===== src/mwm_pkg.sv =====
// Shared types and constants of the mecanum wheel mixer.
// Used by every module in src; depends on nothing.
package mwm_pkg;

   // Command and wheel words are 16-bit signed fixed point.
   localparam int CMD_W         = 16;
   // Sum of three commands: two extra bits keep it exact.
   localparam int SUM_W         = CMD_W + 2;
   // Magnitude of such a sum fits one bit less than the sum.
   localparam int MAG_W         = SUM_W - 1;
   localparam int NUM_WHEELS    = 4;
   localparam int FRAC_BITS_DEF = 14;

   // Wheel lane order.
   localparam int WHL_FL = 0;
   localparam int WHL_FR = 1;
   localparam int WHL_RL = 2;
   localparam int WHL_RR = 3;

   // Saturation limits of a 16-bit signed wheel word.
   localparam logic [MAG_W-1:0] SAT_POS_MAG = MAG_W'(32767);
   localparam logic [MAG_W-1:0] SAT_NEG_MAG = MAG_W'(32768);

   typedef logic signed [CMD_W-1:0]                cmd_type;
   typedef logic [NUM_WHEELS-1:0][MAG_W-1:0]       mag_vec_type;
   typedef logic [NUM_WHEELS-1:0]                  sign_vec_type;

   typedef struct packed {
      logic stop;
      logic scaled;
   } flags_type;

endpackage


===== src/mwm_out.sv =====
// Output stage: picks scaled or plain magnitude, applies sign, saturates,
// and holds the result word. Depends on mwm_pkg.
module mwm_out #(
   parameter int FRAC_BITS = mwm_pkg::FRAC_BITS_DEF
) (
   input  logic                  clock,
   input  logic                  reset,
   input  logic                  en,
   input  logic                  in_valid,
   input  mwm_pkg::sign_vec_type in_sign,
   input  mwm_pkg::mag_vec_type  in_mag,
   input  logic [mwm_pkg::NUM_WHEELS-1:0][FRAC_BITS:0] in_quo,
   input  mwm_pkg::flags_type    in_flags,
   output logic                  rsp_valid,
   output mwm_pkg::cmd_type      rsp_front_left,
   output mwm_pkg::cmd_type      rsp_front_right,
   output mwm_pkg::cmd_type      rsp_rear_left,
   output mwm_pkg::cmd_type      rsp_rear_right,
   output logic                  rsp_stop_all,
   output logic                  rsp_was_scaled
);

   localparam int MW = mwm_pkg::MAG_W;
   localparam int NW = mwm_pkg::NUM_WHEELS;
   localparam int QW = FRAC_BITS + 1;
   localparam int RW = (QW > MW) ? QW : MW;
   localparam int CW = mwm_pkg::CMD_W;

   logic [RW-1:0]        res   [NW];
   logic [RW-1:0]        neg   [NW];
   mwm_pkg::cmd_type     wheel [NW];

   logic                 rsp_valid_ff;
   mwm_pkg::cmd_type     wheel_ff [NW];
   logic                 stop_ff, scaled_ff;

   always_comb begin
      for (int l = 0; l < NW; l++) begin
         res[l] = in_flags.scaled ? RW'(in_quo[l]) : RW'(in_mag[l]);
         neg[l] = -res[l];
         if (in_sign[l]) begin
            if (res[l] > RW'(mwm_pkg::SAT_NEG_MAG)) begin
               wheel[l] = CW'(-32768);
            end else begin
               wheel[l] = CW'(neg[l]);
            end
         end else begin
            if (res[l] > RW'(mwm_pkg::SAT_POS_MAG)) begin
               wheel[l] = CW'(32767);
            end else begin
               wheel[l] = CW'(res[l]);
            end
         end
      end
   end

   always_ff @(posedge clock) begin
      if (reset) begin
         rsp_valid_ff <= 1'b0;
      end else if (en) begin
         rsp_valid_ff <= in_valid;
      end
   end

   always_ff @(posedge clock) begin
      if (en) begin
         wheel_ff  <= wheel;
         stop_ff   <= in_flags.stop;
         scaled_ff <= in_flags.scaled;
      end
   end

   assign rsp_valid       = rsp_valid_ff;
   assign rsp_front_left  = wheel_ff[mwm_pkg::WHL_FL];
   assign rsp_front_right = wheel_ff[mwm_pkg::WHL_FR];
   assign rsp_rear_left   = wheel_ff[mwm_pkg::WHL_RL];
   assign rsp_rear_right  = wheel_ff[mwm_pkg::WHL_RR];
   assign rsp_stop_all    = stop_ff;
   assign rsp_was_scaled  = scaled_ff;

endmodule


===== config.mk =====
export PLATFORM = sky130hd
export DESIGN_NAME = mwm_out
export DESIGN_NICKNAME = d
export VERILOG_FILES = /design/src/mwm_pkg.sv /design/src/mwm_out.sv
export SDC_FILE = /design/constraint.sdc
export NUM_CORES = 1
export LEC_CHECK = 0
export ABC_AREA = 1
export BUFFER_PORTS_ARGS = -buffer_cell sky130_fd_sc_hd__buf_2
export CAP_MARGIN = 15
export CELL_PAD_IN_SITES_DETAIL_PLACEMENT = 1
export CELL_PAD_IN_SITES_GLOBAL_PLACEMENT = 1
export CORE_UTILIZATION = 38
export DETAILED_ROUTE_END_ITERATION = 8
export PLACE_DENSITY_LB_ADDON = 0.1
export SETUP_SLACK_MARGIN = 0.15
export SLEW_MARGIN = 20
export SYNTH_ARGS = -nofsm -noshare
export SYNTH_HDL_FRONTEND = slang
export SYNTH_SLANG_ARGS = --single-unit

===== constraint.sdc =====
create_clock -name clock -period 3.7 [get_ports clock]
set_clock_uncertainty 0.15 [all_clocks]
set_input_delay 0.37 -clock clock [delete_from_list [all_inputs] [get_ports clock]]
set_output_delay 0.37 -clock clock [all_outputs]
set_load 0.03 [all_outputs]

==> impl_metrics.tcl <==
set metrics [dict create \
    run_status "finished, final reports clean" \
    place_area_sq_um 7860 \
    vias 7738 \
    tns_ns 0 \
    crit_fanout 32 \
    die_w_um 136 \
    vdd_drop_max_uv 216 \
    power.total_uw 2600 \
    fmax_mhz 402 \
    p_leak_uw 0.00450 \
    worstSetupEndpointType "flop" \
    whs_path_depth 2 \
    die_area_sq_um 18500 \
    cts_buffer_depth 2 \
    critPathKind "in -> reg" \
    synth_top_area_frac 0.310 \
    gp_congestion 0.877 \
    synthTopCellsByArea "nand2_1 (31%), edfxtp_1 (29%), inv_1 (8.4%)" \
    synth_area_leader_cell "nand2_1" \
    rows 48 \
    synth_commonest_cells "nand2_1 (564), inv_1 (152), nor2_1 (100)" \
    cts_root_buf "clkbuf_16" \
    reg2reg_depth 2 \
    setup_ws_ns 1.21 \
    use_met1 0.318 \
    fin_nets 1473 \
    drc_errors 0 \
    globalRouteMet2Util 0.461 \
    max-slew-margin-rel 0.553 \
    hpwlAfterDp_um 18200 \
    arrival_ns 2.43 \
    cts_resized 0 \
    hold_viol 0 \
    synth-seq-cells 67 \
    r2r-end "rsp_valid" \
    drtPass1Iterations 4 \
    htree_levels 3 \
    grt_pass1_wl_um 37400 \
    ant_nets 0 \
    port_buffers 204 \
    cts_hold_buf 0 \
    busiest_layer "met2" \
    hp-class "in -> reg" \
    cap_violations 0 \
    syn_area_per_cell_sq_um 5.96 \
    clock_latency_ns 0.34 \
    viasPerCell 4.98 \
    rrSetupSlack_ns 2.96 \
    globalRouteOverflowTotal 0 \
    grtUsageTotal 0.257 \
    synth_cells 1145 \
    initial_core_util 0.392 \
    yosys_most_used_dff "edfxtp_1" \
    yosysMostFrequentCell "nand2_1" \
    io_pins 205 \
    pwr_density_cell_nw_per_um2 321 \
    async_flop_share 0 \
    final_area_sq_um 8110 \
    wl_per_cell_um 15.2 \
    drv_slew 0 \
    seq_area_frac_synth 0.294 \
    tightest_slew_ns 0.670 \
    cts.clk_slew.worst_paths_ns 0.06 \
    gr-usage-met3 0.0350 \
    start_kind "primary input" \
    drt_wl_total_um 23600 \
    cts_made_buffers 9 \
    required_ns 3.65 \
    syn_area_sq_um 6820 \
    synth-edff-count 66 \
    pre_cts_slack_ns 0.841 \
    rsz0062_at_grt "no" \
    drt-initial-drc-count 347 \
    core_area_sq_um 17400 \
    min_period_ns 2.49 \
    grt_pass1_vias 7625 \
    min_to "rsp_valid" \
    grt_max_degree 72 \
    min-delay-start "reset" \
    crit-reg2reg-launch "rsp_valid" \
    report.final.setup_viol 0 \
    yosysWarnings 0 \
    n_antenna_cell 0 \
    syn_nets 1291 \
    ys_types 31 \
    tritoncts "built" \
    fin_crit_sh 0.672 \
    finalHoldWorstSlack_ns 0.0515 \
    final_layout_size_suffix_gt1_frac 0.202 \
    antenna_found_initial 1 \
    post_cts_buffers 0 \
    syn_to_final_growth_pct 18.9 \
    cts.sinks 67 \
    die_y_um 136 \
]
==> cells in the final DEF, fill, tap and decap left out, drive strengths merged <==
cell type,count
a21oi,7
and2,3
buf,209
clkbuf,9
clkinv,3
clkinvlp,1
dfxtp,1
edfxtp,66
ha,8
inv,154
mux2i,1
nand2,586
nand3,76
nand3b,4
nand4,43
nor2,110
nor3,4
o21ai,28
or2,5
xor2,11
==> critical path: stages <==
cell and delay (ns):
buf_4 0.12, inv_2 0.40, buf_12 0.25, nand2_1 0.07
nand2_1 0.14, ha_1 0.22, nand2_1 0.09, nor3_1 0.42
nand2_1 0.10, nand2_1 0.07, nand2_1 0.05, nand3_1 0.06
nand2_1 0.05
==> report_power, final <==
| group | internal [uW] | switching, uW | total [uW] |
|---|---|---|---|
| clock | 437 | 338 | 776 |
| combinational | 257 | 621 | 877 |
| sequential | 930 | 20.3 | 950 |
| total | 1620 | 979 | 2600 |
==> cells by family (layout without fill, tap and decap cells) <==
family,Yosys count,count (layout),share of synthesized area
AO/OA/AOI/OAI,35,35,0.0262
AND/OR/NAND/NOR,831,831,0.516
adder cells (fa/ha/maj),8,8,0.0147
flip-flops,67,67,0.294
buffers and inverters,192,376,0.134
XOR/XNOR,11,11,0.0141
multiplexers,1,1,0.00147
==> worst max-delay path by stage <==
stage / from / to / slack (ns)
CTS: in_flags[0] / rsp_rear_right[14] / 1.19
floorplan: in_flags[0] / rsp_rear_left[15] / 1.59
global placement: in_flags[0] / rsp_rear_right[15] / 0.90
global route: in_flags[0] / rsp_rear_right[14] / 0.97
detailed placement: in_flags[0] / rsp_rear_right[15] / 0.84
finish: in_flags[0] / rsp_rear_right[14] / 1.21
==> sequential cells by signal, indices dropped and copies added (netlist names) <==
| register | count |
|---|---|
| rsp_stop_all | 1 |
| rsp_front_right | 16 |
| rsp_rear_left | 16 |
| rsp_was_scaled | 1 |
| rsp_rear_right | 16 |
| rsp_valid | 1 |
| rsp_front_left | 16 |
==> final cells by class <==
type                            instances  area, sq um
Inverter                              154          578
Tap cell                              225          282
Clock inverter                          4         21.3
Multi-Input combinational cell        886         3900
Sequential cell                        67         2000
Timing Repair Buffer                  209         1100
Fill cell                            2522         9310
Clock buffer                            9          225
==> stage by stage <==
| step | util | cells |
|---|---|---|
| floorplan | - | 1145 |
| global placement | 0.451 | 1541 |
| detailed placement | 0.451 | 1541 |
| CTS | 0.466 | 1554 |
| global route | 0.466 | 1554 |
| finish | 0.466 | 1554 |
==> layer usage <==
layer	up-vias	routed length (um)
met5	-	13
met4	2	389
met3	28	993
met2	184	11500
met1	3628	10700
li1	3896	-
(Power assumes the default switching activity.)
