File: config.mk
export PLATFORM = sky130hd
export DESIGN_NAME = mwm_mix
export DESIGN_NICKNAME = d
export VERILOG_FILES = /design/src/mwm_pkg.sv /design/src/mwm_mix.sv
export SDC_FILE = /design/constraint.sdc
export NUM_CORES = 1
export LEC_CHECK = 0
export BUFFER_PORTS_ARGS = -buffer_cell sky130_fd_sc_hd__buf_4
export CAP_MARGIN = 20
export CORE_MARGIN = 1.5
export CORE_UTILIZATION = 45
export CTS_CLUSTER_SIZE = 12
export DETAILED_ROUTE_END_ITERATION = 6
export SLEW_MARGIN = 20
export SYNTH_ARGS = -nofsm -noshare
export SYNTH_HDL_FRONTEND = slang
export SYNTH_SLANG_ARGS = --single-unit
File: constraint.sdc
create_clock -name clock -period 10.1 [get_ports clock]
set_input_delay 0.505 -clock clock [delete_from_list [all_inputs] [get_ports clock]]
set_output_delay 0.505 -clock clock [all_outputs]
set_load 0.1 [all_outputs]
File: src/mwm_pkg.sv
// Shared types and constants of the mecanum wheel mixer.
// Used by every module in src; depends on nothing.
package mwm_pkg;

   // Command and wheel words are 16-bit signed fixed point.
   localparam int CMD_W         = 16;
   // Sum of three commands: two extra bits keep it exact.
   localparam int SUM_W         = CMD_W + 2;
   // Magnitude of such a sum fits one bit less than the sum.
   localparam int MAG_W         = SUM_W - 1;
   localparam int NUM_WHEELS    = 4;
   localparam int FRAC_BITS_DEF = 14;

   // Wheel lane order.
   localparam int WHL_FL = 0;
   localparam int WHL_FR = 1;
   localparam int WHL_RL = 2;
   localparam int WHL_RR = 3;

   // Saturation limits of a 16-bit signed wheel word.
   localparam logic [MAG_W-1:0] SAT_POS_MAG = MAG_W'(32767);
   localparam logic [MAG_W-1:0] SAT_NEG_MAG = MAG_W'(32768);

   typedef logic signed [CMD_W-1:0]                cmd_type;
   typedef logic [NUM_WHEELS-1:0][MAG_W-1:0]       mag_vec_type;
   typedef logic [NUM_WHEELS-1:0]                  sign_vec_type;

   typedef struct packed {
      logic stop;
      logic scaled;
   } flags_type;

endpackage

File: src/mwm_mix.sv
// Input skid stage, wheel sums, magnitudes and largest magnitude.
// Depends on mwm_pkg.
module mwm_mix (
   input  logic                  clock,
   input  logic                  reset,
   input  logic                  en,
   input  logic                  req_valid,
   output logic                  req_stall,
   input  mwm_pkg::cmd_type      req_forward_cmd,
   input  mwm_pkg::cmd_type      req_strafe_cmd,
   input  mwm_pkg::cmd_type      req_rotate_cmd,
   output logic                  out_valid,
   output mwm_pkg::sign_vec_type out_sign,
   output mwm_pkg::mag_vec_type  out_mag,
   output logic [mwm_pkg::MAG_W-1:0] out_max,
   output mwm_pkg::flags_type    out_flags
);

   localparam int SW = mwm_pkg::SUM_W;
   localparam int MW = mwm_pkg::MAG_W;

   logic             skid_valid_ff, skid_valid_in;
   mwm_pkg::cmd_type skid_f_ff, skid_s_ff, skid_r_ff;

   logic             src_valid;
   mwm_pkg::cmd_type src_f, src_s, src_r;
   logic signed [SW-1:0] f_x, s_x, r_x;

   logic                 s1_valid_ff, s1_stop_ff;
   logic signed [SW-1:0] s1_sum_ff [mwm_pkg::NUM_WHEELS];
   logic signed [SW-1:0] sum_in    [mwm_pkg::NUM_WHEELS];

   logic                  s2_valid_ff, s2_stop_ff;
   mwm_pkg::sign_vec_type s2_sign_ff, sign_in;
   mwm_pkg::mag_vec_type  s2_mag_ff, mag_in;

   logic                  s3_valid_ff, s3_stop_ff;
   mwm_pkg::sign_vec_type s3_sign_ff;
   mwm_pkg::mag_vec_type  s3_mag_ff;
   logic [MW-1:0]         s3_max_ff, max_in, max_a, max_b;

   // The skid word holds one command taken while the pipeline is stalled.
   assign req_stall = skid_valid_ff;
   assign src_valid = skid_valid_ff || req_valid;
   assign src_f     = skid_valid_ff ? skid_f_ff : req_forward_cmd;
   assign src_s     = skid_valid_ff ? skid_s_ff : req_strafe_cmd;
   assign src_r     = skid_valid_ff ? skid_r_ff : req_rotate_cmd;

   always_comb begin
      skid_valid_in = skid_valid_ff;
      if (en) begin
         skid_valid_in = 1'b0;
      end else if (req_valid && !skid_valid_ff) begin
         skid_valid_in = 1'b1;
      end
   end

   assign f_x = SW'(src_f);
   assign s_x = SW'(src_s);
   assign r_x = SW'(src_r);

   assign sum_in[mwm_pkg::WHL_FL] = f_x + s_x + r_x;
   assign sum_in[mwm_pkg::WHL_FR] = f_x - s_x - r_x;
   assign sum_in[mwm_pkg::WHL_RL] = f_x - s_x + r_x;
   assign sum_in[mwm_pkg::WHL_RR] = f_x + s_x - r_x;

   always_comb begin
      for (int i = 0; i < mwm_pkg::NUM_WHEELS; i++) begin
         sign_in[i] = s1_sum_ff[i][SW-1];
         mag_in[i]  = s1_sum_ff[i][SW-1] ? MW'(-s1_sum_ff[i]) : MW'(s1_sum_ff[i]);
      end
   end

   assign max_a  = (s2_mag_ff[0] > s2_mag_ff[1]) ? s2_mag_ff[0] : s2_mag_ff[1];
   assign max_b  = (s2_mag_ff[2] > s2_mag_ff[3]) ? s2_mag_ff[2] : s2_mag_ff[3];
   assign max_in = (max_a > max_b) ? max_a : max_b;

   always_ff @(posedge clock) begin
      if (reset) begin
         skid_valid_ff <= 1'b0;
         s1_valid_ff   <= 1'b0;
         s2_valid_ff   <= 1'b0;
         s3_valid_ff   <= 1'b0;
      end else begin
         skid_valid_ff <= skid_valid_in;
         if (en) begin
            s1_valid_ff <= src_valid;
            s2_valid_ff <= s1_valid_ff;
            s3_valid_ff <= s2_valid_ff;
         end
      end
   end

   always_ff @(posedge clock) begin
      if (!skid_valid_ff) begin
         skid_f_ff <= req_forward_cmd;
         skid_s_ff <= req_strafe_cmd;
         skid_r_ff <= req_rotate_cmd;
      end
      if (en) begin
         s1_sum_ff  <= sum_in;
         s1_stop_ff <= (src_f == '0) && (src_s == '0) && (src_r == '0);
         s2_sign_ff <= sign_in;
         s2_mag_ff  <= mag_in;
         s2_stop_ff <= s1_stop_ff;
         s3_sign_ff <= s2_sign_ff;
         s3_mag_ff  <= s2_mag_ff;
         s3_max_ff  <= max_in;
         s3_stop_ff <= s2_stop_ff;
      end
   end

   assign out_valid        = s3_valid_ff;
   assign out_sign         = s3_sign_ff;
   assign out_mag          = s3_mag_ff;
   assign out_max          = s3_max_ff;
   assign out_flags.stop   = s3_stop_ff;
   assign out_flags.scaled = 1'b0;

endmodule

==> results.sh, run 1 <==
export IMPL_dp_hpwl_mm=33.0
export IMPL_synth_warning_count=0
export IMPL_crit_start="req_stall$_SDFFE_PP0P_"
export IMPL_setup_violations=0
export IMPL_netlist_area_leader_share_pct=41.0
export IMPL_nets=1876
export IMPL_finalPower_uw=6420
export IMPL_track_usage_pct=21.5
export IMPL_drv_slew=0
export IMPL_rsz0062_at_grt="false"
export IMPL_cts_setup_buffers=0
export IMPL_drc=0
export IMPL_cts_sinks=282
export IMPL_post_place_ws_ns=4.19
export IMPL_worstMarginPinSlew_ns=1.00
export IMPL_root_buffer="clkbuf_16"
export IMPL_avgRoutedWirePerCell_um=19.3
export IMPL_max_cap_viol_count=0
export IMPL_antenna_left=0
export IMPL_yosysTopAreaCell="edfxtp_1"
export IMPL_clock_skew_ns=0.0180
export IMPL_port_buffers=143
export IMPL_path_class="flop to flop"
export IMPL_p_sw_uw=2870
export IMPL_grt_overflow=0
export IMPL_drive_above_1_share_pct=14.4
export IMPL_cts_tree="yes"
export IMPL_initialDrtViolationCount=635
export IMPL_syn_nets=1752
export IMPL_antennaDiodeCount=0
export IMPL_cp_endpoint="s1_sum_ff[68]$_DFFE_PP_"
export IMPL_syn_avg_cell_area_um2=10.9
export IMPL_async_flop_share_pct=0
export IMPL_seq_area_frac_synth_pct=47.2
export IMPL_r2r_start="req_stall$_SDFFE_PP0P_"
export IMPL_fin_crit_sh_pct=59.4
export IMPL_worstSkewPairLatency_ns=0.60
export IMPL_reg2reg_slack_ns=4.10
export IMPL_vias=11801
export IMPL_period_needed_ns=6.00
export IMPL_synth_flop_cell="edfxtp_1"
export IMPL_gp_congestion=0.907
export IMPL_synth_distinct_cells=84
export IMPL_critical_path_max_fanout=28
export IMPL_cp_end_kind="flop"
export IMPL_grt_pass1_wl_mm=64.6
export IMPL_intPower_uw=3560
export IMPL_htreeDepth=1
export IMPL_yosys_cell_count_top_type="edfxtp_1"
export IMPL_hold_viol_final=0
export IMPL_p_leak_uw=0.00778
export IMPL_synth_edf_count=230
export IMPL_vdd_drop_max_mv=0.172
export IMPL_required_ns=10.41
export IMPL_max_freq_mhz=167
export IMPL_arrival_ns=6.31
export IMPL_wl_mm=41.6
export IMPL_combPwrFrac_pct=50.4
export IMPL_synthTopCellsByArea="edfxtp_1, ha_1, dfxtp_1, xnor2_1, mux2i_1"
export IMPL_synth_seq_cells=282
export IMPL_synth_top_cells_by_count="edfxtp_1, ha_1, inv_1, xnor2_1, nor2_1"
export IMPL_start_util_pct=45.9
export IMPL_dr_pass1_iters=5
export IMPL_sw_frac_of_total_pct=44.6
export IMPL_vias_per_cell=5.48
export IMPL_cp_start_kind="flop"
export IMPL_cts_hold_buffers=0
export IMPL_io_pins=145
export IMPL_cts_buffers=31
export IMPL_setup_tns_ns=0
export IMPL_grt_max_degree=92
export IMPL_grt_pass1_vias=11693
export IMPL_coreArea_um2=36700
export IMPL_dieHeight_um=196
export IMPL_r2r_end="s1_sum_ff[68]$_DFFE_PP_"
export IMPL_fp_row_count=70
export IMPL_syn_inst=1539
export IMPL_min_from="reset"
export IMPL_area_delta_synth_final_pct=14.0
export IMPL_clkTransAtPathRegs_ns=0.06
export IMPL_hold_class="input port to flop"
export IMPL_p_per_area_nw_per_um2=335
export IMPL_holdWs_ns=0.0927
export IMPL_clkPwrFrac_pct=16.7
export IMPL_r2r_cells=15
export IMPL_clk_path_buf_depth=3
export IMPL_setup_slack_ns=4.10
export IMPL_antenna_found_initial=0
export IMPL_die_x_um=196
export IMPL_status="complete, no violations"
export IMPL_p_seq_share_pct=32.9
export IMPL_synth_area_um2=16800
export IMPL_relSlewSlack_pct=33.1
export IMPL_cts_resized=0
export IMPL_die_area_um2=38600
sequential cells by signal (all words and copies together) (netlist names):
register / flops
out_mag: 66
out_max: 17
out_sign: 4
out_valid: 1
req_stall: 1
s1_stop_ff: 1
s1_sum_ff: 70
s1_valid_ff: 1
s2_mag_ff: 66
s2_sign_ff: 4
s2_stop_ff: 1
s2_valid_ff: 1
s3_stop_ff: 1
skid_f_ff: 16
skid_r_ff: 16
skid_s_ff: 16
worst max-delay path, cell delays in order, from the launching register on:
cell       delay, ns
dfxtp_2         0.89
buf_4           0.48
mux2_2          0.42
ha_1            0.53
nand2b_1        0.16
a21oi_1         0.06
o21ai_0         0.24
a21oi_1         0.18
a2111oi_0       0.82
nor2_1          0.18
xnor2_1         0.22
ha_1            0.44
clkinv_1        0.30
and3_1          0.26
a2111oi_0       0.32
o311ai_1        0.17
layout make-up:
| type | count | area (um2) |
|---|---|---|
| inverter | 140 | 526 |
| clock inverter | 15 | 141 |
| tap | 468 | 586 |
| fill | 3272 | 17500 |
| sequential | 282 | 7950 |
| clock buffer | 39 | 806 |
| multi-input combinational | 1060 | 8070 |
| timing repair buffer | 148 | 1120 |
cells in the final DEF (no fill, tap or decap), drive strengths merged, types with 39 or more instances in the layout:
master  Yosys  routed
dfxtp      52      52
xnor2     116     116
clkbuf     31      39
nor2       90      90
edfxtp    230     230
ha        155     155
nand2      85      85
a21oi      88      88
o21ai      79      79
inv       138     140
buf        26     148
mux2i      64      64
worst min-delay path by stage:
stage                     slack [ns]  cells after the start                     end
after floorplan                 0.40                      0   out_sign[0]$_DFFE_PP_
after CTS                       0.07                      2  req_stall$_SDFFE_PP0P_
after detailed placement        0.40                      0   out_sign[1]$_DFFE_PP_
after global routing            0.07                      2  req_stall$_SDFFE_PP0P_
after global placement          0.40                      0   out_sign[3]$_DFFE_PP_
final                           0.09                      2  req_stall$_SDFFE_PP0P_
cell families after synthesis:
group | Yosys count | synth area share (%)
flops | 282 | 47.2
fa+ha+maj | 161 | 12.2
mux | 88 | 5.50
xor+xnor | 131 | 6.81
buf+inv | 197 | 4.94
compound gates | 331 | 13.2
other cells | 1 | 0.0223
simple gates | 348 | 10.1
power groups by stage:
stage | sequential (uW) | clock, uW | combinational (uW)
detailed placement | 2140 | 0 | 3230
global placement | 2130 | 0 | 3180
global route | 2160 | 1140 | 3510
floorplan | 2690 | 0 | 1860
CTS | 2110 | 1100 | 3240
finish | 2110 | 1070 | 3240
per-stage QoR:
step / std cells / utilization [%] / instance area (um2)
after floorplan: 1539 / - / 16800
after global placement: 2098 / 49.7 / 18200
after detailed placement: 2098 / 49.7 / 18300
after CTS: 2152 / 52.3 / 19200
after global routing: 2152 / 52.3 / 19200
final: 2152 / 52.3 / 19200
routing by layer:
metal | up-vias | global-route usage, % | share of wire [%]
met5 | - | 0 | 0
met1 | 5574 | 28.0 | 45
li1 | 5819 | - | -
met4 | 0 | 8.21 | 3.9
met2 | 331 | 36.4 | 47
met3 | 77 | 2.86 | 4.7
Note: power is estimated with default switching activity, not from simulation.
==> run 2: changes to the inputs <==
Settings changed: ABC_AREA from default to 1.
Clock period 10.1 ns to 5.8 ns, I/O delays scaled along.
==> run 2 against run 1 <==
  * Cell count up 29%
  * Global-route usage up 4.0 points
  * Non-clock buffer count rose by 4
  * Synthesized area rose by 6.9%
  * Sequential cell count stayed put
  * Synthesized cell count increased by 36%
  * Register-to-register slack worse by 2.9 ns
  * Combinational power increased by 100%
  * Maximum frequency increased by 32%
  * Via count is 21% higher
  * Worst hold slack lost 0.071 ns
  * Critical endpoint is now s1_sum_ff[17]$_DFFE_PP_
==> results.sh, run 2 <==
export IMPL_yosys_cell_count_top_type="nand2_1"
export IMPL_layout_common_cells="nand2_1, inv_1, edfxtp_1, nor2_1, ha_1"
export IMPL_regMostFlops="s1_sum_ff"
export IMPL_hold_class="input port to flop"
export IMPL_setup_tns_ns=0
export IMPL_synth_flop_cell="edfxtp_1"
export IMPL_max_freq_mhz=220
export IMPL_root_buffer="clkbuf_16"
export IMPL_coreArea_um2=39500
export IMPL_async_flop_share_pct=0
export IMPL_grt_pass1_wl_mm=79.6
export IMPL_vdd_drop_max_mv=0.272
export IMPL_largest_register_ffs=70
export IMPL_rsz0062_at_grt="false"
export IMPL_min_from="req_strafe_cmd[10]"
export IMPL_crit_buf_inv=2
export IMPL_path_cells="inv_4 -> or2_1 -> o21a_1 -> inv_1 -> ha_1 -> nor2_1 -> a21oi_1 -> o21ai_0 -> xor2_1 -> ha_1 -> nand2_1 -> nor2_1 -> nand4_1 -> o21ai_0 -> nand2_1 -> nand3_1 -> nand2_1"
export IMPL_syn_nets=2305
export IMPL_start_util_pct=45.5
export IMPL_seq_area_frac_synth_pct=44.2
export IMPL_synth_warning_count=0
export IMPL_avgRoutedWirePerCell_um=18.8
export IMPL_vias_per_cell=5.14
export IMPL_nets=2445
export IMPL_critical_path_max_fanout=44
export IMPL_io_pins=145
export IMPL_clkTransAtPathRegs_ns=0.05
export IMPL_grt_pass1_vias=14096
export IMPL_worstMarginPinSlew_ns=0.962
export IMPL_drive_above_1_share_pct=10.6
export IMPL_syn_inst=2092
export IMPL_port_buffers=143
export IMPL_yosysTopAreaCell="edfxtp_1"
export IMPL_hold_viol_final=0
export IMPL_synth_seq_cells=282
export IMPL_htreeDepth=2
export IMPL_area_delta_synth_final_pct=14.6
export IMPL_synth_top_cells_by_count="nand2_1, inv_1, edfxtp_1, nor2_1, ha_1"
export IMPL_required_ns=6.10
export IMPL_worstSkewPairLatency_ns=0.55
export IMPL_fin_area_um2=20600
export IMPL_drc=0
export IMPL_period_needed_ns=4.55
export IMPL_cp_end_kind="flop"
export IMPL_path_class="flop to flop"
export IMPL_synth_area_um2=18000
export IMPL_cts_buffers=34
export IMPL_dr_pass1_iters=5
export IMPL_cts_sinks=282
export IMPL_cts_tree="yes"
export IMPL_drv_slew=0
export IMPL_grt_overflow=0
export IMPL_clk_path_buf_depth=3
export IMPL_die_area_um2=41200
export IMPL_dp_hpwl_mm=42.0
export IMPL_status="complete, no violations"
export IMPL_crit_top_cell="nand2_1"
export IMPL_r2r_start="req_stall$_SDFFE_PP0P_"
export IMPL_seq_area_um2=7950
export IMPL_p_leak_uw=0.00968
export IMPL_final_common_cell="nand2_1"
export IMPL_arrival_ns=4.85
export IMPL_crit_start="req_stall$_SDFFE_PP0P_"
export IMPL_antenna_left=0
export IMPL_antennaDiodeCount=0
export IMPL_max_cap_viol_count=0
export IMPL_nFillCells=3718
export IMPL_initialDrtViolationCount=778
export IMPL_grt_max_degree=91
export IMPL_setup_violations=0
export IMPL_gp_congestion=0.969
export IMPL_relSlewSlack_pct=35.9
export IMPL_fin_crit_sh_pct=78.5
export IMPL_syn_avg_cell_area_um2=8.60
export IMPL_wl_mm=52.2
export IMPL_synthTopCellsByArea="edfxtp_1, ha_1, nand2_1, inv_1, xor2_1"
export IMPL_clock_skew_ns=0.0161
export IMPL_antenna_found_initial=0
export IMPL_die_x_um=203
export IMPL_worst_path_max_delay_cell="ha_1"
export IMPL_cts_resized=0
export IMPL_netlist_area_leader_share_pct=38.4
export IMPL_fp_row_count=73
export IMPL_p_per_area_nw_per_um2=602
export IMPL_critPathMaxStageDelay_ns=0.53
export IMPL_multi_input_area_um2=8640
export IMPL_cp_top_family="compound AO/OA/AOI/OAI gates"
export IMPL_synth_edf_count=230
export IMPL_track_usage_pct=25.5
export IMPL_dieHeight_um=203
export IMPL_vias=14282
export IMPL_synth_distinct_cells=47
export IMPL_place_area_um2=19500
export IMPL_cp_start_kind="flop"
[run 2: layout make-up]
class / instances / area share (%)
Timing Repair Buffer: 152 / 5.63
Sequential cell: 282 / 38.6
Clock inverter: 13 / 0.826
Tap cell: 525 / 3.19
Inverter: 298 / 5.44
Multi-Input combinational cell: 1464 / 41.9
Clock buffer: 45 / 4.43
[run 2: logic make-up after synthesis]
kind of cell             share of synthesized area [%]
AND/OR/NAND/NOR                                   22.0
adder cells (fa/ha/maj)                           11.4
buffers and inverters                             7.81
XOR/XNOR                                          6.57
other                                           0.0208
AO/OA/AOI/OAI                                     7.96
flip-flops                                        44.2
[run 2: power by group]
| group | leakage (uW) | switching (uW) | internal, uW |
|---|---|---|---|
| Sequential | 0.00270 | 539 | 3240 |
| Clock | 0.000520 | 850 | 1250 |
| Combinational | 0.00647 | 4670 | 1870 |
| Total | 0.00968 | 6050 | 6360 |
[run 2: tightest hold or removal path, stage by stage]
cell	delay, ns
buf_4	0.08
o21ai_1	0.08
inv_1	0.08
[run 2: layer usage]
metal	wire (um)	global-route usage, %	share of wire [%]
met1	21500	29.6	41
met2	26200	46.2	50
met5	0	0	0
met3	1940	3.39	3.7
met4	2530	12.3	4.9
[run 2: final timing paths]
check / endpoint / slack, ns / cells after the start
max: s1_sum_ff[17]$_DFFE_PP_ / 1.25 / 17
min: skid_s_ff[10]$_DFF_P_ / 0.02 / 3
max reg2reg: s1_sum_ff[17]$_DFFE_PP_ / 1.25 / 17
min reg2reg: out_sign[1]$_DFFE_PP_ / 0.42 / 0
[run 2: timing repair]
item / in CTS / in global routing
hold buffers: 5 / 0
hold endpoints to repair: 8 / 0
setup buffers: 0 / 0
[run 2: metrics by stage]
stage	power, uW	util, %	hold slack (ns)	setup WS (ns)	std cells
detailed placement	10300	49.2	0.405	1.30	2716
finish	12400	52.1	0.0219	1.25	2779
floorplan	8490	-	0.359	1.47	2092
CTS	12400	52.1	0.00309	1.27	2779
global placement	10200	49.2	0.401	1.33	2716
global route	13200	52.1	0.0251	0.954	2779
